$ cat src/rtl/core/stt_pkg.sv
// ----------------------------------------------------------------------------
// Source text tokenizer package
// Transaction types, token kind codes and scanner mode codes.
// ----------------------------------------------------------------------------
package stt_pkg;

    typedef struct packed {
        logic [7:0] source_byte;
        logic       end_of_source;
    } t_in_item;

    typedef struct packed {
        logic [2:0]  token_kind;
        logic [7:0]  lexeme_char;
        logic        token_first;
        logic        token_last;
        logic [23:0] line_number;
        logic [62:0] int_value;
        logic        unterminated;
    } t_out_item;

    localparam logic [2:0] KIND_INT     = 3'd0;
    localparam logic [2:0] KIND_FLOAT   = 3'd1;
    localparam logic [2:0] KIND_IDENT   = 3'd2;
    localparam logic [2:0] KIND_STRING  = 3'd3;
    localparam logic [2:0] KIND_OP      = 3'd4;
    localparam logic [2:0] KIND_END     = 3'd5;
    localparam logic [2:0] KIND_UNKNOWN = 3'd6;

    localparam logic [23:0] LINE_MAX  = 24'hFFFFFF;
    localparam logic [62:0] VALUE_MAX = {63{1'b1}};
    localparam logic [8:0]  SYM_END   = 9'h100;

    typedef enum logic [12:0] {
        M_IDLE     = 13'b0000000000001,
        M_SLASH    = 13'b0000000000010,
        M_OP2      = 13'b0000000000100,
        M_QOPEN    = 13'b0000000001000,
        M_STRING   = 13'b0000000010000,
        M_LINECMT  = 13'b0000000100000,
        M_BLOCKCMT = 13'b0000001000000,
        M_INT      = 13'b0000010000000,
        M_FRAC     = 13'b0000100000000,
        M_EXP_E    = 13'b0001000000000,
        M_EXP_SIGN = 13'b0010000000000,
        M_EXPDIG   = 13'b0100000000000,
        M_IDENT    = 13'b1000000000000
    } t_mode;

    typedef enum logic [1:0] {
        S_IDLE = 2'b01,
        S_RUN  = 2'b10
    } t_seq;

endpackage

$ cat src/rtl/core/source_text_tokenizer.sv
// ----------------------------------------------------------------------------
// Source text tokenizer
// Scans source bytes and emits one transaction per lexeme character, or one for a token that has none.
// ----------------------------------------------------------------------------
// Each accepted byte is scanned by a small sequencer that runs one scanner
// step per cycle. A byte is first registered into the symbol queue and its
// steps follow; a zero byte is dropped on acceptance and takes no step.
// A byte needs one step, plus one each time it must be seen
// again (the byte that ends a token, a pending slash, operator or opening
// quote, and end of input leaving a comment), plus the steps of up to two
// held exponent bytes replayed after a float ends, plus one extra step for
// each two-character operator and up to two for a completed exponent. The
// input is stalled while steps remain; a step also waits while the output
// register holds a stalled transaction. Integer digits after the first go
// through one shift-and-add unit that forms value*10+digit with saturation.
module source_text_tokenizer (
    input  logic               i_clk,
    input  logic               i_rst_n,
    input  logic               i_in_valid,
    output logic               o_in_stall,
    input  stt_pkg::t_in_item  i_in_data,
    output logic               o_out_valid,
    input  logic               i_out_stall,
    output stt_pkg::t_out_item o_out_data
);

    stt_pkg::t_seq  r_seq, n_seq;
    stt_pkg::t_mode r_mode, n_mode;
    logic [8:0]  r_q [3];
    logic [8:0]  n_q [3];
    logic [1:0]  r_cnt, n_cnt;
    logic [1:0]  r_sub, n_sub;
    logic [7:0]  r_held [2];
    logic [7:0]  n_held [2];
    logic [1:0]  r_hcnt, n_hcnt;
    logic [62:0] r_acc, n_acc;
    logic [23:0] r_line, n_line;
    logic [23:0] r_tline, n_tline;
    logic        r_qk, n_qk;
    logic [1:0]  r_qrun, n_qrun;
    logic        r_esc, n_esc;
    logic        r_pv, n_pv;
    logic        r_pf, n_pf;
    logic [7:0]  r_pc, n_pc;
    logic [2:0]  r_pk, n_pk;
    logic        r_ov, n_ov;
    stt_pkg::t_out_item r_od, n_od;

    logic        out_free, go, accept;
    logic [8:0]  sym;
    logic [7:0]  b;
    logic        isend, dig, alpha, space, idch, delim_hit;
    logic        e;
    stt_pkg::t_out_item ed;
    logic        do_push, do_fin, consume, requeue, do_clear, bump;
    logic [7:0]  push_ch, dec;
    logic [2:0]  push_k, fin_k;
    logic [62:0] fin_v;
    logic        fin_u;
    logic [66:0] prod;

    function automatic logic op_one(input logic [7:0] c);
        return c == "(" || c == ")" || c == "{" || c == "}" || c == ";" ||
               c == "," || c == "+" || c == "-" || c == "*" || c == "%";
    endfunction

    function automatic logic op_two(input logic [7:0] c);
        return c == "=" || c == "<" || c == ">" || c == "!" || c == "&" || c == "|";
    endfunction

    function automatic logic pairs(input logic [7:0] f, input logic [7:0] c);
        if (c == "=") begin
            return f == "=" || f == "!" || f == "<" || f == ">";
        end
        return (f == "&" && c == "&") || (f == "|" && c == "|");
    endfunction

    assign out_free    = !r_ov || !i_out_stall;
    assign go          = (r_seq == stt_pkg::S_RUN) && out_free;
    assign o_in_stall  = r_seq != stt_pkg::S_IDLE;
    assign accept      = i_in_valid && !o_in_stall;
    assign o_out_valid = r_ov;
    assign o_out_data  = r_od;

    assign sym   = r_q[0];
    assign b     = sym[7:0];
    assign isend = sym[8];
    assign dig   = !isend && b >= "0" && b <= "9";
    assign alpha = !isend && ((b >= "a" && b <= "z") || (b >= "A" && b <= "Z"));
    assign space = !isend && (b == " " || (b >= 8'd9 && b <= 8'd13));
    assign idch  = alpha || dig || (!isend && b == "_");
    assign delim_hit = !isend && (b == (r_qk ? 8'h27 : 8'h22));
    assign prod  = {1'b0, r_acc, 3'b000} + {3'b000, r_acc, 1'b0} + {59'd0, b - "0"};

    always_comb begin
        unique case (b)
            "n":     dec = 8'h0A;
            "t":     dec = 8'h09;
            "r":     dec = 8'h0D;
            default: dec = b;
        endcase
    end

    always_comb begin
        n_mode = r_mode;   n_sub = r_sub;   n_held = r_held; n_hcnt = r_hcnt;
        n_acc = r_acc;     n_line = r_line; n_tline = r_tline;
        n_qk = r_qk;       n_qrun = r_qrun; n_esc = r_esc;
        n_pv = r_pv;       n_pf = r_pf;     n_pc = r_pc;     n_pk = r_pk;
        e = 1'b0;
        ed = '0;
        ed.line_number = (r_mode == stt_pkg::M_IDLE) ? r_line : r_tline;
        do_push = 1'b0; push_ch = b; push_k = stt_pkg::KIND_INT;
        do_fin = 1'b0;  fin_k = stt_pkg::KIND_INT; fin_v = '0; fin_u = 1'b0;
        consume = 1'b1; requeue = 1'b0; do_clear = 1'b0; bump = 1'b0;

        unique case (r_mode)
            stt_pkg::M_IDLE: begin
                if (isend) begin
                    e = 1'b1;
                    ed.token_kind = stt_pkg::KIND_END;
                    ed.token_first = 1'b1;
                    ed.token_last = 1'b1;
                    do_clear = 1'b1;
                end else if (b == 8'h0A) begin
                    bump = 1'b1;
                end else if (!space) begin
                    n_tline = r_line;
                    n_pv = 1'b0;
                    if (b == "/") begin
                        n_mode = stt_pkg::M_SLASH;
                    end else if (b == 8'h22) begin
                        n_qk = 1'b0; n_qrun = 2'd1; n_mode = stt_pkg::M_QOPEN;
                    end else if (b == 8'h27) begin
                        n_qk = 1'b1; n_esc = 1'b0; n_mode = stt_pkg::M_STRING;
                    end else if (dig) begin
                        n_acc = {55'd0, b - "0"};
                        do_push = 1'b1; push_k = stt_pkg::KIND_INT;
                        n_mode = stt_pkg::M_INT;
                    end else if (idch) begin
                        do_push = 1'b1; push_k = stt_pkg::KIND_IDENT;
                        n_mode = stt_pkg::M_IDENT;
                    end else if (op_one(b)) begin
                        e = 1'b1; ed.token_kind = stt_pkg::KIND_OP; ed.lexeme_char = b;
                        ed.token_first = 1'b1; ed.token_last = 1'b1;
                    end else if (op_two(b)) begin
                        n_pc = b; n_mode = stt_pkg::M_OP2;
                    end else begin
                        e = 1'b1; ed.token_kind = stt_pkg::KIND_UNKNOWN; ed.lexeme_char = b;
                        ed.token_first = 1'b1; ed.token_last = 1'b1;
                    end
                end
            end
            stt_pkg::M_SLASH: begin
                if (!isend && b == "/") begin
                    n_mode = stt_pkg::M_LINECMT;
                end else begin
                    e = 1'b1; ed.token_kind = stt_pkg::KIND_OP; ed.lexeme_char = "/";
                    ed.token_first = 1'b1; ed.token_last = 1'b1;
                    n_mode = stt_pkg::M_IDLE; consume = 1'b0;
                end
            end
            stt_pkg::M_OP2: begin
                e = 1'b1; ed.token_kind = stt_pkg::KIND_OP;
                if (r_sub == 2'd1) begin
                    ed.lexeme_char = b; ed.token_last = 1'b1;
                    n_sub = 2'd0; n_mode = stt_pkg::M_IDLE;
                end else if (!isend && pairs(r_pc, b)) begin
                    ed.lexeme_char = r_pc; ed.token_first = 1'b1;
                    n_sub = 2'd1; consume = 1'b0;
                end else begin
                    ed.lexeme_char = r_pc; ed.token_first = 1'b1; ed.token_last = 1'b1;
                    n_mode = stt_pkg::M_IDLE; consume = 1'b0;
                end
            end
            stt_pkg::M_QOPEN: begin
                n_qrun = 2'd0;
                if (r_qrun == 2'd1) begin
                    if (!isend && b == 8'h22) begin
                        n_qrun = 2'd2;
                    end else begin
                        n_esc = 1'b0; n_mode = stt_pkg::M_STRING; consume = 1'b0;
                    end
                end else if (!isend && b == 8'h22) begin
                    n_mode = stt_pkg::M_BLOCKCMT;
                end else begin
                    do_fin = 1'b1; fin_k = stt_pkg::KIND_STRING; consume = 1'b0;
                end
            end
            stt_pkg::M_STRING: begin
                if (isend) begin
                    n_esc = 1'b0; do_fin = 1'b1; fin_k = stt_pkg::KIND_STRING;
                    fin_u = 1'b1; consume = 1'b0;
                end else if (r_esc) begin
                    n_esc = 1'b0; do_push = 1'b1; push_ch = dec;
                    push_k = stt_pkg::KIND_STRING;
                end else if (delim_hit) begin
                    do_fin = 1'b1; fin_k = stt_pkg::KIND_STRING;
                end else if (b == 8'h5C) begin
                    n_esc = 1'b1;
                end else begin
                    do_push = 1'b1; push_k = stt_pkg::KIND_STRING;
                end
            end
            stt_pkg::M_LINECMT: begin
                if (isend) begin
                    n_mode = stt_pkg::M_IDLE; consume = 1'b0;
                end else if (b == 8'h0A) begin
                    bump = 1'b1; n_mode = stt_pkg::M_IDLE;
                end
            end
            stt_pkg::M_BLOCKCMT: begin
                if (isend) begin
                    n_qrun = 2'd0; n_mode = stt_pkg::M_IDLE; consume = 1'b0;
                end else begin
                    bump = b == 8'h0A;
                    if (b == 8'h22) begin
                        if (r_qrun == 2'd2) begin
                            n_qrun = 2'd0; n_mode = stt_pkg::M_IDLE;
                        end else begin
                            n_qrun = r_qrun + 2'd1;
                        end
                    end else begin
                        n_qrun = 2'd0;
                    end
                end
            end
            stt_pkg::M_INT: begin
                if (dig) begin
                    n_acc = (prod > {4'd0, stt_pkg::VALUE_MAX}) ? stt_pkg::VALUE_MAX
                                                                : prod[62:0];
                    do_push = 1'b1; push_k = stt_pkg::KIND_INT;
                end else if (!isend && b == ".") begin
                    do_push = 1'b1; push_k = stt_pkg::KIND_FLOAT;
                    n_mode = stt_pkg::M_FRAC;
                end else begin
                    do_fin = 1'b1; fin_k = stt_pkg::KIND_INT; fin_v = r_acc; consume = 1'b0;
                end
            end
            stt_pkg::M_FRAC: begin
                if (dig) begin
                    do_push = 1'b1; push_k = stt_pkg::KIND_FLOAT;
                end else if (!isend && (b == "e" || b == "E")) begin
                    n_held[0] = b; n_hcnt = 2'd1; n_mode = stt_pkg::M_EXP_E;
                end else begin
                    do_fin = 1'b1; fin_k = stt_pkg::KIND_FLOAT; consume = 1'b0;
                end
            end
            stt_pkg::M_EXP_E, stt_pkg::M_EXP_SIGN: begin
                if (dig) begin
                    do_push = 1'b1; push_k = stt_pkg::KIND_FLOAT;
                    if (r_sub == 2'd0) begin
                        push_ch = r_held[0]; n_sub = 2'd1; consume = 1'b0;
                    end else if (r_sub == 2'd1 && r_mode == stt_pkg::M_EXP_SIGN) begin
                        push_ch = r_held[1]; n_sub = 2'd2; consume = 1'b0;
                    end else begin
                        n_sub = 2'd0; n_hcnt = 2'd0; n_mode = stt_pkg::M_EXPDIG;
                    end
                end else if (r_mode == stt_pkg::M_EXP_E && !isend && (b == "+" || b == "-")) begin
                    n_held[1] = b; n_hcnt = 2'd2; n_mode = stt_pkg::M_EXP_SIGN;
                end else begin
                    do_fin = 1'b1; fin_k = stt_pkg::KIND_FLOAT;
                    consume = 1'b0; requeue = 1'b1; n_hcnt = 2'd0;
                end
            end
            stt_pkg::M_EXPDIG: begin
                if (dig) begin
                    do_push = 1'b1; push_k = stt_pkg::KIND_FLOAT;
                end else begin
                    do_fin = 1'b1; fin_k = stt_pkg::KIND_FLOAT; consume = 1'b0;
                end
            end
            stt_pkg::M_IDENT: begin
                if (idch) begin
                    do_push = 1'b1; push_k = stt_pkg::KIND_IDENT;
                end else begin
                    do_fin = 1'b1; fin_k = stt_pkg::KIND_IDENT; consume = 1'b0;
                end
            end
            default: begin
                n_mode = stt_pkg::M_IDLE; consume = 1'b0;
            end
        endcase

        if (do_push) begin
            if (r_pv) begin
                e = 1'b1; ed.token_kind = r_pk; ed.lexeme_char = r_pc;
                ed.token_first = r_pf; ed.token_last = 1'b0;
            end
            n_pc = push_ch; n_pk = push_k; n_pf = !r_pv; n_pv = 1'b1;
        end
        if (do_fin) begin
            e = 1'b1;
            ed.token_last = 1'b1; ed.int_value = fin_v; ed.unterminated = fin_u;
            if (r_pv) begin
                ed.token_kind = r_pk; ed.lexeme_char = r_pc; ed.token_first = r_pf;
            end else begin
                ed.token_kind = fin_k; ed.lexeme_char = 8'd0; ed.token_first = 1'b1;
            end
            n_pv = 1'b0; n_mode = stt_pkg::M_IDLE;
        end
        if (bump && r_line != stt_pkg::LINE_MAX) begin
            n_line = r_line + 24'd1;
        end
        if (do_clear) begin
            n_mode = stt_pkg::M_IDLE; n_sub = 2'd0; n_hcnt = 2'd0; n_acc = '0;
            n_line = 24'd1; n_tline = 24'd1; n_qk = 1'b0; n_qrun = 2'd0;
            n_esc = 1'b0; n_pv = 1'b0; n_pf = 1'b0; n_pc = 8'd0; n_pk = stt_pkg::KIND_INT;
        end
    end

    always_comb begin
        n_seq = r_seq;
        n_q   = r_q;
        n_cnt = r_cnt;
        if (accept) begin
            if (i_in_data.end_of_source) begin
                n_q[0] = stt_pkg::SYM_END; n_cnt = 2'd1; n_seq = stt_pkg::S_RUN;
            end else if (i_in_data.source_byte != 8'd0) begin
                n_q[0] = {1'b0, i_in_data.source_byte}; n_cnt = 2'd1;
                n_seq = stt_pkg::S_RUN;
            end
        end else if (go) begin
            if (consume) begin
                n_q[0] = r_q[1];
                n_q[1] = r_q[2];
                n_cnt  = r_cnt - 2'd1;
                if (r_cnt == 2'd1) begin
                    n_seq = stt_pkg::S_IDLE;
                end
            end else if (requeue && r_hcnt != 2'd0) begin
                n_q[0] = {1'b0, r_held[0]};
                if (r_hcnt == 2'd1) begin
                    n_q[1] = r_q[0];
                    n_cnt  = r_cnt + 2'd1;
                end else begin
                    n_q[1] = {1'b0, r_held[1]};
                    n_q[2] = r_q[0];
                    n_cnt  = r_cnt + 2'd2;
                end
            end
        end
        n_ov = r_ov;
        n_od = r_od;
        if (go && e) begin
            n_ov = 1'b1; n_od = ed;
        end else if (!i_out_stall) begin
            n_ov = 1'b0;
        end
    end

    always_ff @(posedge i_clk) begin
        r_q    <= n_q;
        r_od   <= n_od;
        if (go) begin
            r_held <= n_held;
            r_pc   <= n_pc;
            r_pk   <= n_pk;
            r_pf   <= n_pf;
        end
        if (!i_rst_n) begin
            r_seq <= stt_pkg::S_IDLE;  r_cnt <= 2'd0;  r_ov <= 1'b0;
            r_mode <= stt_pkg::M_IDLE; r_sub <= 2'd0;  r_hcnt <= 2'd0;
            r_acc <= '0;  r_line <= 24'd1;  r_tline <= 24'd1;
            r_qk <= 1'b0; r_qrun <= 2'd0;   r_esc <= 1'b0; r_pv <= 1'b0;
        end else begin
            r_seq <= n_seq; r_cnt <= n_cnt; r_ov <= n_ov;
            if (go) begin
                r_mode <= n_mode; r_sub <= n_sub; r_hcnt <= n_hcnt;
                r_acc <= n_acc;   r_line <= n_line; r_tline <= n_tline;
                r_qk <= n_qk;     r_qrun <= n_qrun; r_esc <= n_esc; r_pv <= n_pv;
            end
        end
    end

    a_idle_empty: assert property (@(posedge i_clk) disable iff (!i_rst_n)
        r_seq == stt_pkg::S_IDLE |-> r_cnt == 2'd0)
        else $error("sequencer idle with symbols queued");

    a_sub_mode: assert property (@(posedge i_clk) disable iff (!i_rst_n)
        r_sub != 2'd0 |-> (r_mode == stt_pkg::M_OP2 || r_mode == stt_pkg::M_EXP_E ||
                           r_mode == stt_pkg::M_EXP_SIGN))
        else $error("substep outside a multi-step mode");

    a_idle_nopend: assert property (@(posedge i_clk) disable iff (!i_rst_n)
        r_mode == stt_pkg::M_IDLE |-> !r_pv)
        else $error("held lexeme character between tokens");

    a_end_single: assert property (@(posedge i_clk) disable iff (!i_rst_n)
        o_out_valid && o_out_data.token_kind == stt_pkg::KIND_END |->
        o_out_data.token_first && o_out_data.token_last)
        else $error("end token not a single transaction");

endmodule
$ cat config.mk
export PLATFORM = sky130hd
export DESIGN_NAME = source_text_tokenizer
export DESIGN_NICKNAME = d
export VERILOG_FILES = /design/src/rtl/core/stt_pkg.sv /design/src/rtl/core/source_text_tokenizer.sv
export SDC_FILE = /design/constraint.sdc
export NUM_CORES = 1
export LEC_CHECK = 0
export ABC_AREA = 1
export BUFFER_PORTS_ARGS = -buffer_cell sky130_fd_sc_hd__buf_2
export CORE_MARGIN = 5
export CORE_UTILIZATION = 26
export CTS_BUF_LIST = sky130_fd_sc_hd__clkbuf_2
export CTS_CLUSTER_DIAMETER = 80
export DETAILED_ROUTE_END_ITERATION = 6
export PLACE_DENSITY = 0.5
export SYNTH_ARGS = -nofsm -noshare
export SYNTH_HDL_FRONTEND = slang
export SYNTH_SLANG_ARGS = --single-unit
$ cat constraint.sdc
create_clock -name i_clk -period 8.2 [get_ports i_clk]
set_clock_uncertainty 0.1 [all_clocks]
set_input_delay 0.82 -clock i_clk [delete_from_list [all_inputs] [get_ports i_clk]]
set_output_delay 0.82 -clock i_clk [all_outputs]
set_load 0.01 [all_outputs]
==> impl_metrics.csv <==
group,metric,value,unit
grt,track_usage,16.1,%
clock_tree,cts_buffers,84,
logic_synthesis,synth_area_leaders,"edfxtp_1 (23%), dfxtp_1 (14%), nand2_1 (13%)",
status,status,"completed",
critical_path,critPathKind,"reg -> reg",
floorplanning,dieArea,83800,µm²
logic_synthesis,yosysWarnings,0,
grt,grt_pass1_wl,107000,µm
critical_path,required,8.71,ns
logic_synthesis,synth.avg_cell_area,7.05,µm²
critical_path,end_kind,"flip-flop",
critical_path,slowest_delay,0.61,ns
critical_path,crit_path_end,"o_out_data[46]$_SDFFCE_PP0P_",
detailed_routing,drtAntennaViolNets,0,
critical_path,r2r-end,"o_out_data[46]$_SDFFCE_PP0P_",
clock_tree,cts_sinks,293,
detailed_routing,first_pass_iters,5,
clock_tree,clk_pin_slew,0.10,ns
floorplanning,initial_core_util,26.2,%
logic_synthesis,synth_xor_area_share,1.47,%
sta,maxClockFrequency,203,MHz
floorplanning,dieWidth,289,µm
detailed_routing,vias_per_cell,4.69,
logic_synthesis,synthDistinctLibCells,56,
place,dp_hpwl,52800,µm
logic_synthesis,synth_edf_count,155,
grt,grt-ovfl-total,0,
final_layout,drive_above_1_share,11.3,%
critical_path,r2r-start,"r_mode[11]$_SDFFE_PN0P_",
sta,hold_violations,0,
logic_synthesis,yosys_register_bits,293,
clock_tree,clock_latency,1.08,ns
min_path,min_path_type,"in -> reg",
detailed_routing,drt_iter0_drc,1395,
logic_synthesis,yosysTopAreaCellShare,22.9,%
critical_path,crit_chain,"nor2_4 -> nand2_2 -> nor2_4 -> nand2_2 -> nor2_2 -> nand2_1 -> nor2_1 -> nand3_1 -> nand3_1 -> nand2_1 -> nand3_1 -> nand2_1 -> inv_4 -> buf_4",
logic_synthesis,synth_top_family_by_area,"simple AND/OR/NAND/NOR gates",
sta,drv_slew,0,
sta,setup_tns,0,ns
sta,maxSlewHeadroom,32.2,%
detailed_routing,drc,0,
critical_path,rr_worst_depth,14,
final_layout,area_delta_synth_final,12.7,%
logic_synthesis,synthCells,2878,
min_path,hold_path.startpoint,"i_in_data[0]",
floorplanning,die_h,289,µm
run,max_cap_violations,0,
logic_synthesis,synth_flop_cell,"edfxtp_1",
sta,min_period,4.93,ns
detailed_routing,drt-total-wl,68600,µm
detailed_routing,vias,19414,
sta,fin_crit_sh,60.2,%
logic_synthesis,yosysSeqAreaShare,36.5,%
final_layout,fin_nets,3173,
place,placed_area,21900,µm²
pwr,leakage,9.89,nW
floorplanning,pin_count,116,
floorplanning,core_area,77500,µm²
critical_path,r2r_slack,3.27,ns
pwr,power_density,174,nW/µm²
sta,grt_setup_unrepaired,"false",
logic_synthesis,yosys.area.top_type,"edfxtp_1",
pwr,total_power,3.97,mW
critical_path,crit_slowest_cell,"nand2_2",
detailed_routing,wire_per_inst,16.6,µm
final_layout,fin_area,22900,µm²
critical_path,startpoint,"r_mode[11]$_SDFFE_PN0P_",
sta,worst_pin_slew,1.02,ns
logic_synthesis,synthSimpleGateAreaFrac,30.3,%
grt,grt_max_degree,85,
logic_synthesis,synth_fa_ha_area_share,8.48,%
clock_tree,clockBufferDepth,3,
pwr,ir_drop,0.101,mV
critical_path,cp.arrival,5.45,ns
place,io_buffers,115,
critical_path,cp-start-kind,"flip-flop",
place,place.gp.congestion,0.963,
logic_synthesis,netlist_area,20300,µm²
critical_path,cp_max_fo,63,
logic_synthesis,synth_mux_area_share,0,%
logic_synthesis,synth-async-reset-ratio,0,%
grt,first_global_vias,18646,
grt,antenna_found_initial,2,
floorplanning,core.rowCount,102,
sta,setup_viol,0,
clock_tree,cts_tree,"done",
logic_synthesis,synth_compound_area_share,14.3,%
clock_tree,cts_root_buffer,"clkbuf_2",
logic_synthesis,syn_nets,3025,
clock_tree,htree_levels,3,
kinds of logic after synthesis:
group | Yosys count
AO/OA/AOI/OAI | 516
XOR/XNOR | 34
buffers and inverters | 462
AND/OR/NAND/NOR | 1439
flip-flops | 293
adder cells (fa/ha/maj) | 134
placed cells by master (no fill, tap or decap), drive strengths merged, types with 4 or more instances in the layout:
cell	count
buf	126
o211ai	27
clkinv	18
a21boi	30
xor2	30
nor3	69
clkbuf	138
edfxtp	155
dlygate4sd3	10
a31oi	5
a21o	5
o311ai	4
nand4	40
a22oi	5
a211oi	7
nand3	160
or2	5
nand2	728
and2	5
inv	387
o21a	16
a21oi	237
dfxtp	138
o21bai	7
nor2	397
o31ai	7
xnor2	4
o221ai	4
nor4	9
nand3b	23
o21ai	156
ha	128
diode	5
fa	6
final cells by class:
type | count | area (µm²)
well taps | 1040 | 1300
flip-flops and latches | 293 | 7420
multi-input cells | 2123 | 11100
clock buffers | 138 | 691
fillers | 8704 | 54600
inverters | 388 | 1460
clock inverters | 20 | 150
repair buffers | 136 | 758
diodes | 5 | 12.5
state kept, by name, indices dropped and copies added (netlist names):
signal and flops:
r_pc 8, r_line 24, r_q 18, r_seq 2, r_sub 2, r_esc 1, r_pv 1, r_pk 2
sym 9, r_pf 1, o_out_data 101, r_hcnt 2, r_acc 63, r_mode 13, r_tline 24, r_cnt 2
r_held 16, r_qk 1, o_out_valid 1, r_qrun 2
power breakdown:
part	total (mW)	internal, mW	leakage, nW	switching (mW)
sequential	1.75	1.66	2.46	0.0870
clock	1.18	0.510	0.644	0.674
combinational	1.04	0.266	6.79	0.773
synth_stat cells, drive strengths merged (6+ instances only):
master,n
a211oi,7
buf,31
nor4,9
nor3,69
o21bai,7
fa,6
nand2,728
nand3,160
a21oi,237
xor2,30
o21a,16
ha,128
o31ai,7
edfxtp,155
o21ai,156
nand4,40
clkbuf,43
nand3b,23
o211ai,27
dfxtp,138
a21boi,30
inv,386
nor2,397
metrics by stage:
| stage | util [%] | hold slack [ns] | instances | setup WS, ns |
|---|---|---|---|---|
| 2_1_floorplan | - | 0.321 | 2878 | 3.57 |
| 3_3_place_gp | 28.3 | 0.342 | 3970 | 3.46 |
| 3_5_place_dp | 28.3 | 0.344 | 3970 | 3.33 |
| 4_1_cts | 29.5 | 0.0109 | 4138 | 3.18 |
| 5_1_grt | 29.5 | -0.00608 | 4143 | 2.74 |
| 6_report | 29.5 | 0.126 | 4143 | 3.27 |
what timing repair did:
action	in CTS	in global routing
setup endpoints to repair	0	0
hold buffers	10	0
setup buffers	0	0
hold endpoints to repair	12	0
gates resized for setup	0	0
metal layers:
layer	wire (µm)	track usage (%)
met1	31500	21.5
met2	32200	27.0
met3	3530	2.92
met4	1380	3.94
met5	0	0
worst min path at each step:
stage	cells past startpoint	end	slack (ns)
after floorplan	0	r_q[8]$_DFFE_PP_	0.32
after CTS	3	sym[8]$_DFFE_PP_	0.01
after detailed placement	2	r_tline[0]$_SDFFE_PN1P_	0.34
final	3	sym[8]$_DFFE_PP_	0.13
after global routing	3	sym[8]$_DFFE_PP_	-0.006
after global placement	2	r_tline[0]$_SDFFE_PN1P_	0.34
worst max-delay path, delay by kind of cell (launching register included):
family	cells	cell delay, ns
AND/OR/NAND/NOR	12	2.71
buffers and inverters	2	1.18
flip-flops	1	0.39
Power figures use the tool's default switching activity.
